===== src/hw/rtl/bcc_pkg.sv =====
// Shared types, constants and helper functions of the Bech32 checksum codec.
`default_nettype none

package bcc_pkg;

  localparam int PREFIX_DEPTH = 128;
  localparam int MAX_LENGTH   = 90;
  localparam int PCW          = $clog2(PREFIX_DEPTH + 1);
  localparam int AW           = (PREFIX_DEPTH > 1) ? $clog2(PREFIX_DEPTH) : 1;

  localparam logic [6:0]  MAX_LEN   = 7'(MAX_LENGTH);
  localparam logic [6:0]  LEN_SAT   = 7'd127;
  localparam logic [6:0]  MIN_DATA  = 7'd6;
  localparam logic [7:0]  CHAR_MIN  = 8'd33;
  localparam logic [7:0]  CHAR_MAX  = 8'd126;
  localparam logic [7:0]  VALUE_LIM = 8'd32;

  localparam logic [29:0] CHK_INIT           = 30'd1;
  localparam logic [29:0] BECH32_TARGET_RST  = 30'd1;
  localparam logic [29:0] BECH32M_TARGET_RST = 30'h2bc830a3;

  localparam logic [29:0] GEN0 = 30'h3b6a57b2;
  localparam logic [29:0] GEN1 = 30'h26508e6d;
  localparam logic [29:0] GEN2 = 30'h1ea119fa;
  localparam logic [29:0] GEN3 = 30'h3d4233dd;
  localparam logic [29:0] GEN4 = 30'h2a1462b3;

  localparam logic [255:0] CHARSET = "qpzry9x8gf2tvdw0s3jn54khce6mua7l";

  typedef enum logic [2:0] {
    OP_PREFIX        = 3'd0,
    OP_DATA_VALUE    = 3'd1,
    OP_DATA_CHAR     = 3'd2,
    OP_FINISH_GEN    = 3'd3,
    OP_FINISH_VERIFY = 3'd4
  } opcode_t;

  typedef enum logic [2:0] {
    ST_OK              = 3'd0,
    ST_VALUE_RANGE     = 3'd1,
    ST_BAD_CHAR        = 3'd2,
    ST_BAD_PREFIX_CHAR = 3'd3,
    ST_PREFIX_LENGTH   = 3'd4,
    ST_TOO_SHORT       = 3'd5,
    ST_TOO_LONG        = 3'd6
  } status_t;

  typedef enum logic {
    CFG_BECH32_TARGET  = 1'b0,
    CFG_BECH32M_TARGET = 1'b1
  } cfg_index_t;

  typedef struct packed {
    logic [6:0] len;
    logic       over;
  } len_step_t;

  typedef struct packed {
    logic       found;
    logic [4:0] val;
  } char_lookup_t;

  function automatic logic [29:0] fold(input logic [29:0] rc, input logic [4:0] v);
    logic [4:0]  top;
    logic [29:0] c;
    top = rc[29:25];
    c   = {rc[24:0], v};
    if (top[0]) c = c ^ GEN0;
    if (top[1]) c = c ^ GEN1;
    if (top[2]) c = c ^ GEN2;
    if (top[3]) c = c ^ GEN3;
    if (top[4]) c = c ^ GEN4;
    return c;
  endfunction

  function automatic status_t note(input status_t sticky, input status_t code);
    return (sticky == ST_OK) ? code : sticky;
  endfunction

  function automatic len_step_t bump_length(input logic [6:0] len);
    len_step_t r;
    logic      sat;
    sat    = (len == LEN_SAT);
    r.len  = sat ? len : len + 7'd1;
    r.over = sat || (r.len > MAX_LEN);
    return r;
  endfunction

  function automatic logic [7:0] charset_char(input logic [4:0] v);
    return CHARSET[8 * (31 - int'(v)) +: 8];
  endfunction

  function automatic char_lookup_t charset_value(input logic [7:0] ch);
    char_lookup_t r;
    r.found = 1'b0;
    r.val   = 5'd0;
    for (int i = 0; i < 32; i++) begin
      if (CHARSET[8 * (31 - i) +: 8] == ch) begin
        r.found = 1'b1;
        r.val   = 5'(i);
      end
    end
    return r;
  endfunction

endpackage

`default_nettype wire


===== src/hw/rtl/bech32_checksum_codec_core.sv =====
// Bech32 / Bech32m checksum codec core: prefix store, polymod and result register.
//
// Usage: one address is streamed per session. Requests arrive on the in_* channel
// (opcode, symbol, variant); results leave on the out_* channel, one per request,
// six for finish-generate, with last on the final one. Unknown opcodes give none.
// The cfg_* channel writes the two xor targets; it is always ready.
// The first data or finish request of an address first folds a zero and then walks
// the prefix memory. Finish-generate further folds six zeros and then emits the six
// checksum characters in turn.
// Throughput: one request in flight; a new request is taken once the previous one
// has written its last result into the output register, even while that result
// still waits for out_ready.
// Reset (rst, synchronous) clears the checksum, counters, phase, sticky error and
// the output valid flag, and restores both targets. The prefix memory is not
// cleared; only entries written in the current address are read.
// A stalled receiver holds the output register; the core then waits before
// writing the next result.
`default_nettype none

module bech32_checksum_codec_core (
  input  wire logic       clk,
  input  wire logic       rst,
  input  wire logic       in_valid,
  output logic            in_ready,
  input  wire logic [2:0] opcode,
  input  wire logic [7:0] symbol,
  input  wire logic       variant,
  output logic            out_valid,
  input  wire logic       out_ready,
  output logic [7:0]      symbol_out,
  output logic [2:0]      status,
  output logic            matches_bech32,
  output logic            matches_bech32m,
  output logic            last,
  input  wire logic       cfg_valid,
  output logic            cfg_ready,
  input  wire logic       cfg_index,
  input  wire logic [29:0] cfg_data
);

  typedef enum logic [5:0] {
    S_IDLE  = 6'b000001,
    S_ENTER = 6'b000010,
    S_SWEEP = 6'b000100,
    S_EXEC  = 6'b001000,
    S_GFOLD = 6'b010000,
    S_GEMIT = 6'b100000
  } state_t;

  state_t                      state, state_next;
  bcc_pkg::opcode_t            op_q, op_q_next;
  logic [7:0]                  sym_q, sym_q_next;
  logic                        var_q, var_q_next;
  logic [29:0]                 rc, rc_next;
  logic [6:0]                  tl, tl_next;
  logic [6:0]                  dc, dc_next;
  logic [bcc_pkg::PCW-1:0]     pc, pc_next;
  logic                        in_data_phase, in_data_phase_next;
  bcc_pkg::status_t            sticky, sticky_next;
  bcc_pkg::status_t            ecode, ecode_next;
  logic [bcc_pkg::PCW-1:0]     sweep_cnt, sweep_cnt_next;
  logic                        rd_vld, rd_vld_next;
  logic [2:0]                  cnt, cnt_next;
  logic [29:0]                 p_sh, p_sh_next;
  bcc_pkg::status_t            gst, gst_next;
  logic [29:0]                 t0, t1;

  logic                        out_free, out_load;
  logic [7:0]                  o_sym;
  bcc_pkg::status_t            o_st;
  logic                        o_m0, o_m1, o_last;

  logic [4:0]                  prefix_mem [bcc_pkg::PREFIX_DEPTH];
  logic [4:0]                  mem_q;
  logic                        mem_we, mem_re;
  logic [bcc_pkg::AW-1:0]      rd_addr;

  assign cfg_ready = 1'b1;
  assign in_ready  = (state == S_IDLE);
  assign out_free  = !out_valid || out_ready;

  always_comb begin
    bcc_pkg::len_step_t    lb;
    bcc_pkg::status_t      code;
    bcc_pkg::char_lookup_t cv;
    logic [29:0]           rc_f;
    state_t                after_enter;

    state_next         = state;
    op_q_next          = op_q;
    sym_q_next         = sym_q;
    var_q_next         = var_q;
    rc_next            = rc;
    tl_next            = tl;
    dc_next            = dc;
    pc_next            = pc;
    in_data_phase_next = in_data_phase;
    sticky_next        = sticky;
    ecode_next         = ecode;
    sweep_cnt_next     = sweep_cnt;
    rd_vld_next        = rd_vld;
    cnt_next           = cnt;
    p_sh_next          = p_sh;
    gst_next           = gst;
    mem_we             = 1'b0;
    mem_re             = 1'b0;
    rd_addr            = sweep_cnt[bcc_pkg::AW-1:0];
    out_load           = 1'b0;
    o_sym              = 8'd0;
    o_st               = bcc_pkg::ST_OK;
    o_m0               = 1'b0;
    o_m1               = 1'b0;
    o_last             = 1'b0;
    lb                 = bcc_pkg::bump_length(tl);
    code               = bcc_pkg::ST_OK;
    cv                 = bcc_pkg::charset_value(sym_q);
    rc_f               = bcc_pkg::fold(rc, 5'd0);
    after_enter        = (op_q == bcc_pkg::OP_FINISH_GEN) ? S_GFOLD : S_EXEC;

    case (state)
      S_IDLE: begin
        op_q_next  = bcc_pkg::opcode_t'(opcode);
        sym_q_next = symbol;
        var_q_next = variant;
        ecode_next = bcc_pkg::ST_OK;
        cnt_next   = 3'd0;
        if (in_valid) begin
          case (opcode)
            bcc_pkg::OP_PREFIX: state_next = S_EXEC;
            bcc_pkg::OP_DATA_VALUE, bcc_pkg::OP_DATA_CHAR, bcc_pkg::OP_FINISH_VERIFY: begin
              state_next = in_data_phase ? S_EXEC : S_ENTER;
            end
            bcc_pkg::OP_FINISH_GEN: state_next = in_data_phase ? S_GFOLD : S_ENTER;
            default: state_next = S_IDLE;
          endcase
        end
      end

      S_ENTER: begin
        tl_next            = lb.len;
        code               = (pc == '0) ? bcc_pkg::ST_PREFIX_LENGTH : bcc_pkg::ST_OK;
        sticky_next        = bcc_pkg::note(bcc_pkg::note(sticky, code),
                               lb.over ? bcc_pkg::ST_TOO_LONG : bcc_pkg::ST_OK);
        ecode_next         = (code != bcc_pkg::ST_OK) ? code :
                             (lb.over ? bcc_pkg::ST_TOO_LONG : bcc_pkg::ST_OK);
        rc_next            = rc_f;
        in_data_phase_next = 1'b1;
        sweep_cnt_next     = '0;
        rd_vld_next        = 1'b0;
        state_next         = S_SWEEP;
      end

      S_SWEEP: begin
        if (rd_vld) rc_next = bcc_pkg::fold(rc, mem_q);
        if (sweep_cnt != pc) begin
          mem_re         = 1'b1;
          sweep_cnt_next = sweep_cnt + bcc_pkg::PCW'(1);
          rd_vld_next    = 1'b1;
        end else begin
          rd_vld_next = 1'b0;
          if (!rd_vld) state_next = after_enter;
        end
      end

      S_EXEC: begin
        if (out_free) begin
          out_load   = 1'b1;
          o_last     = 1'b1;
          state_next = S_IDLE;
          case (op_q)
            bcc_pkg::OP_PREFIX: begin
              if (in_data_phase) begin
                sticky_next = bcc_pkg::note(sticky, bcc_pkg::ST_BAD_PREFIX_CHAR);
                o_st        = bcc_pkg::ST_BAD_PREFIX_CHAR;
              end else if (pc >= bcc_pkg::PCW'(bcc_pkg::PREFIX_DEPTH)) begin
                sticky_next = bcc_pkg::note(sticky, bcc_pkg::ST_PREFIX_LENGTH);
                o_st        = bcc_pkg::ST_PREFIX_LENGTH;
              end else begin
                code        = (sym_q < bcc_pkg::CHAR_MIN || sym_q > bcc_pkg::CHAR_MAX) ?
                              bcc_pkg::ST_BAD_PREFIX_CHAR : bcc_pkg::ST_OK;
                sticky_next = bcc_pkg::note(bcc_pkg::note(sticky, code),
                                lb.over ? bcc_pkg::ST_TOO_LONG : bcc_pkg::ST_OK);
                rc_next     = bcc_pkg::fold(rc, {2'b00, sym_q[7:5]});
                mem_we      = 1'b1;
                pc_next     = pc + bcc_pkg::PCW'(1);
                tl_next     = lb.len;
                o_st        = (code != bcc_pkg::ST_OK) ? code :
                              (lb.over ? bcc_pkg::ST_TOO_LONG : bcc_pkg::ST_OK);
              end
            end
            bcc_pkg::OP_DATA_VALUE, bcc_pkg::OP_DATA_CHAR: begin
              if (op_q == bcc_pkg::OP_DATA_VALUE && sym_q >= bcc_pkg::VALUE_LIM) begin
                sticky_next = bcc_pkg::note(sticky, bcc_pkg::ST_VALUE_RANGE);
                o_st        = bcc_pkg::ST_VALUE_RANGE;
              end else if (op_q == bcc_pkg::OP_DATA_CHAR && !cv.found) begin
                sticky_next = bcc_pkg::note(sticky, bcc_pkg::ST_BAD_CHAR);
                o_st        = bcc_pkg::ST_BAD_CHAR;
              end else begin
                if (op_q == bcc_pkg::OP_DATA_VALUE) begin
                  rc_next = bcc_pkg::fold(rc, sym_q[4:0]);
                  o_sym   = bcc_pkg::charset_char(sym_q[4:0]);
                end else begin
                  rc_next = bcc_pkg::fold(rc, cv.val);
                  o_sym   = {3'b000, cv.val};
                end
                dc_next     = (dc != bcc_pkg::LEN_SAT) ? dc + 7'd1 : dc;
                tl_next     = lb.len;
                sticky_next = bcc_pkg::note(sticky,
                                lb.over ? bcc_pkg::ST_TOO_LONG : bcc_pkg::ST_OK);
                o_st        = (ecode != bcc_pkg::ST_OK) ? ecode :
                              (lb.over ? bcc_pkg::ST_TOO_LONG : bcc_pkg::ST_OK);
              end
            end
            bcc_pkg::OP_FINISH_VERIFY: begin
              o_st = bcc_pkg::note(sticky,
                       (dc < bcc_pkg::MIN_DATA) ? bcc_pkg::ST_TOO_SHORT : bcc_pkg::ST_OK);
              o_m0 = (rc == t0);
              o_m1 = (rc == t1);
              rc_next            = bcc_pkg::CHK_INIT;
              pc_next            = '0;
              tl_next            = 7'd0;
              dc_next            = 7'd0;
              in_data_phase_next = 1'b0;
              sticky_next        = bcc_pkg::ST_OK;
            end
            default: begin
              out_load = 1'b0;
            end
          endcase
        end
      end

      S_GFOLD: begin
        rc_next     = rc_f;
        tl_next     = lb.len;
        sticky_next = bcc_pkg::note(sticky, lb.over ? bcc_pkg::ST_TOO_LONG : bcc_pkg::ST_OK);
        cnt_next    = cnt + 3'd1;
        if (cnt == 3'd5) begin
          p_sh_next          = rc_f ^ (var_q ? t1 : t0);
          gst_next           = sticky_next;
          cnt_next           = 3'd0;
          rc_next            = bcc_pkg::CHK_INIT;
          pc_next            = '0;
          tl_next            = 7'd0;
          dc_next            = 7'd0;
          in_data_phase_next = 1'b0;
          sticky_next        = bcc_pkg::ST_OK;
          state_next         = S_GEMIT;
        end
      end

      S_GEMIT: begin
        if (out_free) begin
          out_load  = 1'b1;
          o_sym     = bcc_pkg::charset_char(p_sh[29:25]);
          o_st      = gst;
          o_last    = (cnt == 3'd5);
          p_sh_next = {p_sh[24:0], 5'd0};
          cnt_next  = cnt + 3'd1;
          if (cnt == 3'd5) state_next = S_IDLE;
        end
      end

      default: state_next = S_IDLE;
    endcase
  end

  always_ff @(posedge clk) begin
    if (rst) begin
      state         <= S_IDLE;
      rc            <= bcc_pkg::CHK_INIT;
      tl            <= 7'd0;
      dc            <= 7'd0;
      pc            <= '0;
      in_data_phase <= 1'b0;
      sticky        <= bcc_pkg::ST_OK;
      rd_vld        <= 1'b0;
      cnt           <= 3'd0;
      out_valid     <= 1'b0;
      t0            <= bcc_pkg::BECH32_TARGET_RST;
      t1            <= bcc_pkg::BECH32M_TARGET_RST;
    end else begin
      state         <= state_next;
      rc            <= rc_next;
      tl            <= tl_next;
      dc            <= dc_next;
      pc            <= pc_next;
      in_data_phase <= in_data_phase_next;
      sticky        <= sticky_next;
      rd_vld        <= rd_vld_next;
      cnt           <= cnt_next;
      if (out_load) out_valid <= 1'b1;
      else if (out_ready) out_valid <= 1'b0;
      if (cfg_valid) begin
        if (cfg_index == bcc_pkg::CFG_BECH32_TARGET) t0 <= cfg_data;
        else t1 <= cfg_data;
      end
    end
  end

  always_ff @(posedge clk) begin
    op_q      <= op_q_next;
    sym_q     <= sym_q_next;
    var_q     <= var_q_next;
    ecode     <= ecode_next;
    sweep_cnt <= sweep_cnt_next;
    p_sh      <= p_sh_next;
    gst       <= gst_next;
    if (out_load) begin
      symbol_out      <= o_sym;
      status          <= o_st;
      matches_bech32  <= o_m0;
      matches_bech32m <= o_m1;
      last            <= o_last;
    end
  end

  always_ff @(posedge clk) begin
    if (mem_we) prefix_mem[pc[bcc_pkg::AW-1:0]] <= sym_q[4:0];
  end

  always_ff @(posedge clk) begin
    if (mem_re) mem_q <= prefix_mem[rd_addr];
  end

`ifndef NO_ASSERTIONS
  a_sweep_bound: assert property (@(posedge clk) disable iff (rst)
    (state == S_SWEEP) |-> (sweep_cnt <= pc))
    else $error("prefix sweep ran past stored count");

  a_prefix_bound: assert property (@(posedge clk) disable iff (rst)
    pc <= bcc_pkg::PCW'(bcc_pkg::PREFIX_DEPTH))
    else $error("prefix count beyond memory depth");

  a_sweep_phase: assert property (@(posedge clk) disable iff (rst)
    (state == S_SWEEP) |-> in_data_phase)
    else $error("prefix sweep outside data phase");

  a_no_rw_overlap: assert property (@(posedge clk) disable iff (rst)
    !(mem_we && mem_re))
    else $error("prefix memory read and write in one cycle");

  a_emit_cnt: assert property (@(posedge clk) disable iff (rst)
    (state == S_GEMIT) |-> (cnt <= 3'd5))
    else $error("checksum emit count out of range");
`endif

endmodule

`default_nettype wire


===== config.mk =====
export PLATFORM = sky130hd
export DESIGN_NAME = bech32_checksum_codec_core
export DESIGN_NICKNAME = d
export VERILOG_FILES = /design/src/hw/rtl/bcc_pkg.sv /design/src/hw/rtl/bech32_checksum_codec_core.sv
export SDC_FILE = /design/constraint.sdc
export NUM_CORES = 1
export LEC_CHECK = 0
export ABC_AREA = 1
export BUFFER_PORTS_ARGS = -buffer_cell sky130_fd_sc_hd__buf_2
export CAP_MARGIN = 20
export CORE_MARGIN = 2
export CORE_UTILIZATION = 65
export DETAILED_ROUTE_END_ITERATION = 10
export PLACE_DENSITY = 0.79
export SLEW_MARGIN = 15
export SYNTH_ARGS = -nofsm -noshare
export SYNTH_HDL_FRONTEND = slang
export SYNTH_SLANG_ARGS = --single-unit

===== constraint.sdc =====
create_clock -name clk -period 5.58 [get_ports clk]
set_input_delay 0.279 -clock clk [delete_from_list [all_inputs] [get_ports clk]]
set_output_delay 0.279 -clock clk [all_outputs]
set_load 0.03 [all_outputs]

; Word level (Yosys, flattened, before mapping)
; Memory sizes are Yosys's and may differ from the RTL's. A register that Yosys moved wholly into a read port is not among the register bits.
; Cells that the tools add are included.
[totals]
latch_bits = 0
output_inout_bits = 17
mem_count = 1
register_bits = 197
rom_bits = 0
input_bits = 48
ram_bits = 640
[memory_table]
columns = name, depth, word_bits, rd, rd_ports_with_merged_regs, write_ports, line
row1 = prefix_mem, 128, 5, 1, 1, 1, bech32_checksum_codec_core.sv:73  ; logic [4:0] prefix_mem [bcc_pkg::PREFIX_DEPTH];
[classes]
muxes = 249
div = 0
add_sub_neg = 7
shifts = 2
magnitude_cmp = 6
n_bitwise = 27
eq_ne = 74
reduce_logical = 41
mul = 0
[ops]
columns = op, count
row1 = $mux 30, 107
row2 = $shiftx 256x9->8 const A, 2
row3 = $mux 6, 39
row4 = $eq 7x8->1 const A, 23
row5 = $mux 29, 5
row6 = $pmux 30 s4, 1
row7 = $mux 3, 30
row8 = $not 18->18, 5
row9 = $pmux 30 s3, 1
row10 = $mux 8, 11
row11 = $not 17->17, 5
row12 = $mux 7, 12
row13 = $not 16->16, 5
row14 = $eq 6x8->1 const A, 9
row15 = $not 14->14, 5
row16 = $not 13->13, 5
row17 = $pmux 8 s2, 4
row18 = $eq 30x30->1, 2
row19 = $pmux 30 s2, 1
row20 = $pmux 7 s3, 2
row21 = $pmux 3 s3, 4
row22 = $pmux 6 s6, 1
row23 = $xor 30x30->30, 1
row24 = $pmux 7 s2, 2
row25 = other kinds (55), 124

; Depth between registers and ports, before layout
; Gate-level depths: netlist of run 1.
[depth]
depth_word = 73
mapped_depth = 20

; Least setup slack after synthesis of run 1
; No wires, ideal clock.
[synth_timing]
kind = reg2reg
from = register state[5]
to = register state[2]
setup_slack_ns = 1.595
arrival_ns = 3.856
stages_incl_launch_ff = 13
period_less_slack_ns = 3.985
path_buffers = 0
cell_sequence = dfxtp_1 > nor2_2 > inv_1 > nor4_1 > inv_1 > nor2_1 > inv_1 > nand3_1 > nor2_1 > nand3_1 > inv_1 > o21ai_0 > a21oi_1
[synth_between]
elab_chain_cells = 3
[synth_rtl]
columns = element, line
row1 = "start, declared", bech32_checksum_codec_core.sv:50  ; state_t state, state_next;
row2 = "start signal, assigned", bech32_checksum_codec_core.sv:283  ; state <= state_next;
row3 = $eq 6x1->1 *, n/a
row4 = named net in_ready, bech32_checksum_codec_core.sv:24  ; output logic in_ready,
row5 = $ne 2x2->1 (no line), n/a
row6 = $reduce_and 7->1 (no line), n/a
; Mark *: on every way through the listed nets, which the timed path passes. The rest lies on a longest branch.
; A chain may end at the register's enable or synchronous reset.

; Worst setup path after layout of run 1
[layout_timing]
from = register state[5]
to = memory prefix_mem[13][0], enable pin
[layout_between]
elab_chain_cells = 4
[layout_rtl]
columns = element, line
row1 = $eq 6x4->1, bech32_checksum_codec_core.sv:120  ; case (state)
row2 = $mux 1, bech32_checksum_codec_core.sv:120
row3 = $mux 1, bech32_checksum_codec_core.sv:319  ; if (mem_we) prefix_mem[pc[bcc_pkg::AW-1:0]] <= sym_q[4:0];
row4 = $mux 1 (not written as such), bech32_checksum_codec_core.sv:319
row5 = "end, declared", bech32_checksum_codec_core.sv:73
; Every way passes these cells.

==> results.yml, run 1 <==
placed_design:
  port_buffers: 62
  post-dp-hpwl_um: 63900
  pre_cts_ws_ns: 2.22
  gp_congestion: 1.00
logic_synthesis:
  ys_seq_area_share_pct: 64.5
  synth_cell_types: 62
  synth_fp_nets: 3568
  async_flop_share_pct: 0
  syn_avg_cell_area_um2: 10.6
  synth_seq_cells: 840
  netlist_area_um2: 37200
  ys_warn_count: 0
  synth_top_family_by_area: "compound AO/OA/AOI/OAI gates"
  synth_compound_gate_area_share_pct: 14.6
  yosys.area_share.simple_pct: 13.9
  muxShareOfSynthArea_pct: 0.108
  synth_flop_cell: "edfxtp_1"
  synth_xor_area_share_pct: 2.33
  synth_edf_count: 713
  synthCells: 3513
  synth-adder-area-share_pct: 0.236
sta:
  setup_viol: 0
  worstMarginPinSlew_ns: 1.12
  clock_skew_ns: 0.0487
  slew_viol_final: 0
  rsz0062_at_grt: "no"
  period_needed_ns: 3.54
  worst_slack_ns: 2.04
  slew_headroom_pct: 25.2
  hold_viol_final: 0
  fin_crit_sh_pct: 63.4
  max_freq_mhz: 283
  tns_ns: 0
critical_path:
  crit_top_cell: "nor2_1"
  crit_family: "simple AND/OR/NAND/NOR gates"
  crit_path_end_kind: "flip-flop"
  required_ns: 5.86
  crit_type: "flip-flop to flip-flop"
  start_kind: "flip-flop"
  path_cells: "nor2_2, nand4_2, nor2_1, nand4_1, nor2_1, nand3_2, nor2_1"
  slowest_stage: "nand3_2"
  cp.arrival_ns: 3.82
  worst-path-buf-inv: 0
  cp_max_fo: 16
  critPathMaxStageDelay_ns: 0.78
cells_and_area:
  post-route-util_pct: 72.6
  areaGrowthSynthToFinish_pct: 10.5
  layout.nets: 3604
  drive_gt1_share_pct: 8.79
  final_cell_mix: "edfxtp_1 (713), nor2_1 (637), o21ai_0 (469)"
  fill_cells: 3740
  mostFrequentLayoutCell: "edfxtp_1"
  diodes: 0
clocking:
  clk_pin_slew_ns: 0.06
  htreeDepth: 3
  cts_num_sinks: 840
  cts_tree: "built"
  post-cts-setup-buffers: 0
  worst_skew_pair.late_latency_ns: 0.67
  cts_buffers: 83
  cts_resized: 0
  cts_max_path_buffers: 3
  clockRootBuffer: "clkbuf_16"
drt:
  totalWireLength_um: 102000
  drtIter0Drc: 3840
  vias: 28400
  routedWlPerCell_um: 23.4
  ant_nets: 0
  viasPerCell: 6.50
  drtPass1Iterations: 6
  drc: 0
power:
  clkPwrFrac_pct: 32.2
  p_seq_share_pct: 46.7
  total_power_mw: 16.8
  comb_power_share_pct: 21.1
  p_per_area_nw_per_um2: 409
  p_sw_share_pct: 31.3
  leakage_nw: 14.0
  internal-power_mw: 11.5
  power.switching_mw: 5.26
  peakVddDrop_mv: 0.380
global_routing:
  grt_use_total_pct: 34.4
  grt_overflow: 0
  grt_max_degree: 236
  grt_pass1_vias: 27500
  grt_pass1_wl_um: 157000
  antenna_found_initial: 1
floorplan:
  rows: 87
  ioPinCount: 65
  start_util_pct: 65.8
  fp.dieW_um: 243
  fp.dieH_um: 243
  core_um2: 56500
  dieArea_um2: 59100
status:
  status: "finished clean"
worst_hold_path:
  hp-class: "input port to flip-flop"
run:
  drv_cap: 0
[metal layers]
layer	track usage [%]	part of all wire (%)
met3	6.29	11
met1	45.6	37
met2	54.7	47
met5	0	0.011
met4	17.8	5.2
[per-stage QoR]
| stage | hold slack (ns) | cell area (um2) | std cells |
|---|---|---|---|
| 2_1_floorplan | 0.378 | 37200 | 3513 |
| 3_3_place_gp | 0.455 | 38000 | 4176 |
| 3_5_place_dp | 0.458 | 38000 | 4176 |
| 4_1_cts | 0.0918 | 41000 | 4373 |
| 5_1_grt | 0.126 | 41000 | 4374 |
| 6_report | 0.109 | 41000 | 4374 |
[worst reg2reg max path, delay by kind of cell (launching register included)]
kind | cells | cell delay, ns
simple gates | 7 | 2.85
flops | 1 | 0.34
[kinds of logic after synthesis]
logic type / after synthesis
AO/OA/AOI/OAI: 924
XOR/XNOR: 98
adder cells (fa/ha/maj): 7
buffers and inverters: 406
flip-flops: 840
multiplexers: 4
other: 2
AND/OR/NAND/NOR: 1232
[power by group through the flow]
stage | combinational (mW) | sequential (mW) | clock [mW]
global route | 3.83 | 7.84 | 5.68
finish | 3.55 | 7.84 | 5.41
detailed placement | 3.43 | 7.96 | 0
CTS | 3.47 | 7.83 | 5.42
global placement | 3.39 | 7.95 | 0
floorplan | 1.99 | 8.19 | 0
[final cells by class]
class,instances,area [um2],area share (%)
Clock buffer,106,2180,5.32
Clock inverter,48,408,0.994
Inverter,208,791,1.93
Multi-Input combinational cell,2267,11600,28.3
Sequential cell,840,24000,58.4
Tap cell,756,946,2.30
Timing Repair Buffer,149,1130,2.75
[synth_stat cells, types with 3 or more instances]
cell type	n	area share [%]
a2111oi_0	3	0.071
a211oi_1	8	0.16
a211oi_2	23	0.77
a21oi_1	140	1.9
a221oi_1	6	0.14
a31oi_1	24	0.40
buf_1	6	0.061
buf_2	15	0.20
buf_4	6	0.12
buf_6	5	0.15
clkbuf_1	166	1.7
clkinv_1	5	0.051
dfxtp_1	127	6.8
edfxtp_1	713	58
ha_1	7	0.24
inv_1	189	1.9
inv_2	14	0.14
mux2i_1	4	0.11
nand2_1	351	3.5
nand2_2	11	0.19
nand3_1	94	1.3
nand3_2	6	0.16
nand3b_1	12	0.24
nand4_1	38	0.64
nor2_1	638	6.4
nor2_2	10	0.17
nor3_1	26	0.35
nor4_1	14	0.24
o211ai_1	32	0.65
o21ai_0	469	6.3
o21ai_1	8	0.11
o221ai_1	61	1.4
o22ai_1	132	2.2
o32ai_1	4	0.094
or2_2	17	0.29
xnor2_1	45	1.1
xor2_1	52	1.2
[path summary, 6_finish.rpt]
path | from | to | slack [ns] | cells past startpoint
max reg2reg | state[5] | prefix_mem[13][0] | 2.04 | 7
min | out_ready | out_valid | 0.11 | 4
min reg2reg | sticky[2] | sticky[2] | 0.47 | 2
max | state[5] | prefix_mem[13][0] | 2.04 | 7
[sequential cells by signal (all words and copies together) (netlist names), 2 cells and up]
| name | count |
|---|---|
| p_sh | 30 |
| symbol_out | 7 |
| op_q | 3 |
| sym_q | 8 |
| tl | 7 |
| state | 6 |
| cnt | 3 |
| prefix_mem | 640 |
| t1 | 30 |
| ecode | 2 |
| pc | 8 |
| sticky | 3 |
| sweep_cnt | 8 |
| rc | 30 |
| mem_q | 5 |
| dc | 7 |
| t0 | 30 |
| gst | 3 |
| status | 3 |
[what timing repair did]
action	CTS	global route
hold buffers	43	0
endpoints found under the hold margin	71	0
endpoints found under the setup margin	0	0
Note: power is estimated with default switching activity, not from simulation.
==> run 2: changes to the inputs <==
--- a/config.mk
+++ b/config.mk
@@ -5,13 +5,13 @@
 export SDC_FILE = /design/constraint.sdc
 export NUM_CORES = 1
 export LEC_CHECK = 0
-export ABC_AREA = 1
+export ABC_AREA = 0
 export BUFFER_PORTS_ARGS = -buffer_cell sky130_fd_sc_hd__buf_2
 export CAP_MARGIN = 20
 export CORE_MARGIN = 2
-export CORE_UTILIZATION = 65
+export CORE_UTILIZATION = 57
 export DETAILED_ROUTE_END_ITERATION = 10
-export PLACE_DENSITY = 0.79
+export PLACE_DENSITY = 0.73
 export SLEW_MARGIN = 15
 export SYNTH_ARGS = -nofsm -noshare
 export SYNTH_HDL_FRONTEND = slang
==> constraint.sdc (replaced) <==
create_clock -name clk -period 3.2 [get_ports clk]
set_input_delay 0.16 -clock clk [delete_from_list [all_inputs] [get_ports clk]]
set_output_delay 0.16 -clock clk [all_outputs]
set_load 0.03 [all_outputs]
==> results.yml, run 2 <==
placed_design:
  port_buffers: 62
  pre_cts_ws_ns: 0.131
  post-dp-hpwl_um: 60300
  gp_congestion: 0.924
  placed_area_um2: 38400
  dpl.cell_count: 3331
power:
  p_per_area_nw_per_um2: 591
  power.switching_mw: 5.90
  p_sw_share_pct: 23.9
  p_seq_share_pct: 50.9
  leakage_nw: 13.7
  comb_power_share_pct: 9.9
  internal-power_mw: 18.7
  peakVddDrop_mv: 0.692
  clkPwrFrac_pct: 39.3
  total_power_mw: 24.6
drt:
  drtIter0Drc: 2930
  ant_nets: 0
  drc: 0
  totalWireLength_um: 92100
  vias: 22600
  drtPass1Iterations: 8
  routedWlPerCell_um: 26.0
  viasPerCell: 6.39
logic_synthesis:
  synth_compound_gate_area_share_pct: 5.11
  synth_most_common_cell: "edfxtp_1"
  yosys.area_share.simple_pct: 8.80
  yosys-top-cells-count: "edfxtp_1 (713), nand2_1 (245), nor2_1 (225), mux4_2 (210), a21oi_1 (138)"
  muxShareOfSynthArea_pct: 14.2
  synth_cell_types: 78
  synth_top_family_by_area: "multiplexers"
  synth_seq_cells: 840
  async_flop_share_pct: 0
  synth_fp_nets: 2522
  synth_xor_area_share_pct: 4.04
  synth_flop_cell: "edfxtp_1"
  yosysTopAreaCellShare_pct: 58.6
  syn_avg_cell_area_um2: 14.8
  netlist_area_um2: 36500
  ys_seq_area_share_pct: 65.6
  synth_edf_count: 713
  synthCells: 2467
  synth-adder-area-share_pct: 0.267
  synth_top_area_cell: "edfxtp_1"
  ys_warn_count: 0
  synthTopCellsByArea: "edfxtp_1 (59%), mux4_2 (13%), dfxtp_1 (7.0%)"
sta:
  clock_skew_ns: 0.0432
  worst_slack_ns: 0.0983
  period_needed_ns: 3.10
  slew_headroom_pct: 32.9
  max_freq_mhz: 322
  setup_viol: 0
  fin_crit_sh_pct: 96.9
  rsz0062_at_grt: "no"
  hold_viol_final: 0
  slew_viol_final: 0
  worstMarginPinSlew_ns: 1.01
critical_path:
  critPathMaxStageDelay_ns: 0.54
  cp.arrival_ns: 3.48
  slowest_stage: "mux4_2"
  required_ns: 3.58
  crit_path_end_kind: "flip-flop"
  start_kind: "flip-flop"
  crit_type: "flip-flop to flip-flop"
  crit_top_cell: "mux4_2"
  path_cells: "buf_12, buf_4, mux4_2, mux4_2, mux4_2, mux2_2"
  crit_family: "multiplexers"
  worst-path-buf-inv: 2
  cp_max_fo: 23
clocking:
  cts_num_sinks: 840
  htreeDepth: 3
  clockRootBuffer: "clkbuf_16"
  clk_pin_slew_ns: 0.06
  cts_tree: "built"
  cts_resized: 0
  worst_skew_pair.late_latency_ns: 0.65
  cts_max_path_buffers: 3
  cts_buffers: 85
global_routing:
  grt_max_degree: 97
  antenna_found_initial: 0
  grt_pass1_wl_um: 139000
  grt_pass1_vias: 22200
  grt_use_total_pct: 28.0
  grt_overflow: 0
cells_and_area:
  fill_cells: 4245
  areaGrowthSynthToFinish_pct: 14.1
  diodes: 0
  final_area_um2: 41700
  layoutNonFillerInstCount: 3537
  largest_reg_flops: 640
  final_cell_mix: "edfxtp_1 (713), nand2_1 (245), nor2_1 (223)"
  layout.nets: 2677
  mostFrequentLayoutCell: "edfxtp_1"
  drive_gt1_share_pct: 20.5
floorplan:
  dieArea_um2: 66100
  core_um2: 63200
  start_util_pct: 57.8
  rows: 92
  ioPinCount: 65
  fp.dieW_um: 257
  fp.dieH_um: 257
run:
  drv_cap: 0
status:
  status: "finished clean"
worst_hold_path:
  hp-class: "input port to flip-flop"
[run 2: cell count changes after synthesis, sizes merged, moves of 54 or more]
cell / previous run / this run
nand2: 364 / 245
nor2: 650 / 226
nand3: 100 / 46
clkbuf: 166 / 100
o221ai: 61 / 1
o22ai: 132 / 10
o21ai: 478 / 70
inv: 203 / 23
xnor2: 45 / 114
mux4: 0 / 210
[run 2: tightest hold or removal path, cell delays in order]
cell and delay, ns:
buf_2 0.12, nor2b_2 0.24, nand2_1 0.09, a21oi_1 0.05
[run 2: cell type report]
cell class                 count  area, um2  area share [%]
clock inverter                52        478            1.15
tap                          846       1060            2.54
timing repair buffer         223       1930            4.62
multi-input combinational   1449      11900            28.6
clock buffer                 104       2240            5.37
inverter                      23       86.3           0.207
sequential                   840      24000            57.5
[run 2: power by group through the flow]
stage	Sequential [mW]	Clock, mW	Combinational, mW
finish	12.5	9.67	2.43
global route	12.5	10.2	2.61
CTS	12.5	9.79	2.38
detailed placement	12.8	0	2.33
global placement	12.8	0	2.28
floorplan	13.0	0	1.26
[run 2: timing repair]
action	4_1_cts	5_1_grt
setup buffers	0	2
endpoints found under the setup margin	0	3
hold buffers	46	0
endpoints found under the hold margin	79	0
[run 2: cell families (layout without fill, tap and decap cells)]
kind of cell / Yosys count / in the layout
compound gates: 312 / 312
xor+xnor: 167 / 167
fa+ha+maj: 8 / 8
buf+inv: 178 / 402
flops: 840 / 840
mux: 254 / 254
other cells: 2 / 2
simple gates: 706 / 706
[run 2: worst paths after layout]
check | slack [ns] | start | end | cells after the start
worst max-delay path | 0.1 | sweep_cnt[0] | mem_q[3] | 6
worst min-delay path | 0.07 | cfg_valid | t0[28] | 4
worst max register to register | 0.1 | sweep_cnt[0] | mem_q[3] | 6
worst min register to register | 0.49 | t0[13] | t0[13] | 2
[run 2: through the flow]
| step | hold slack, ns | setup TNS (ns) | utilization [%] |
|---|---|---|---|
| finish | 0.0748 | 0 | 65.9 |
| global placement | 0.339 | 0 | 60.8 |
| global route | 0.0605 | 0 | 65.9 |
| detailed placement | 0.339 | 0 | 60.8 |
| floorplan | 0.259 | -31.42 | - |
| CTS | 0.0206 | 0 | 65.9 |
[run 2: per-layer routing]
layer  global-route usage (%)  up-vias  share of wire (%)
met4                     8.88        0                3.3
li1                         -     9742                  -
met2                     46.3     1231                 49
met1                     38.7    11400                 39
met3                     4.37      230                8.1
met5                        0        -                  0
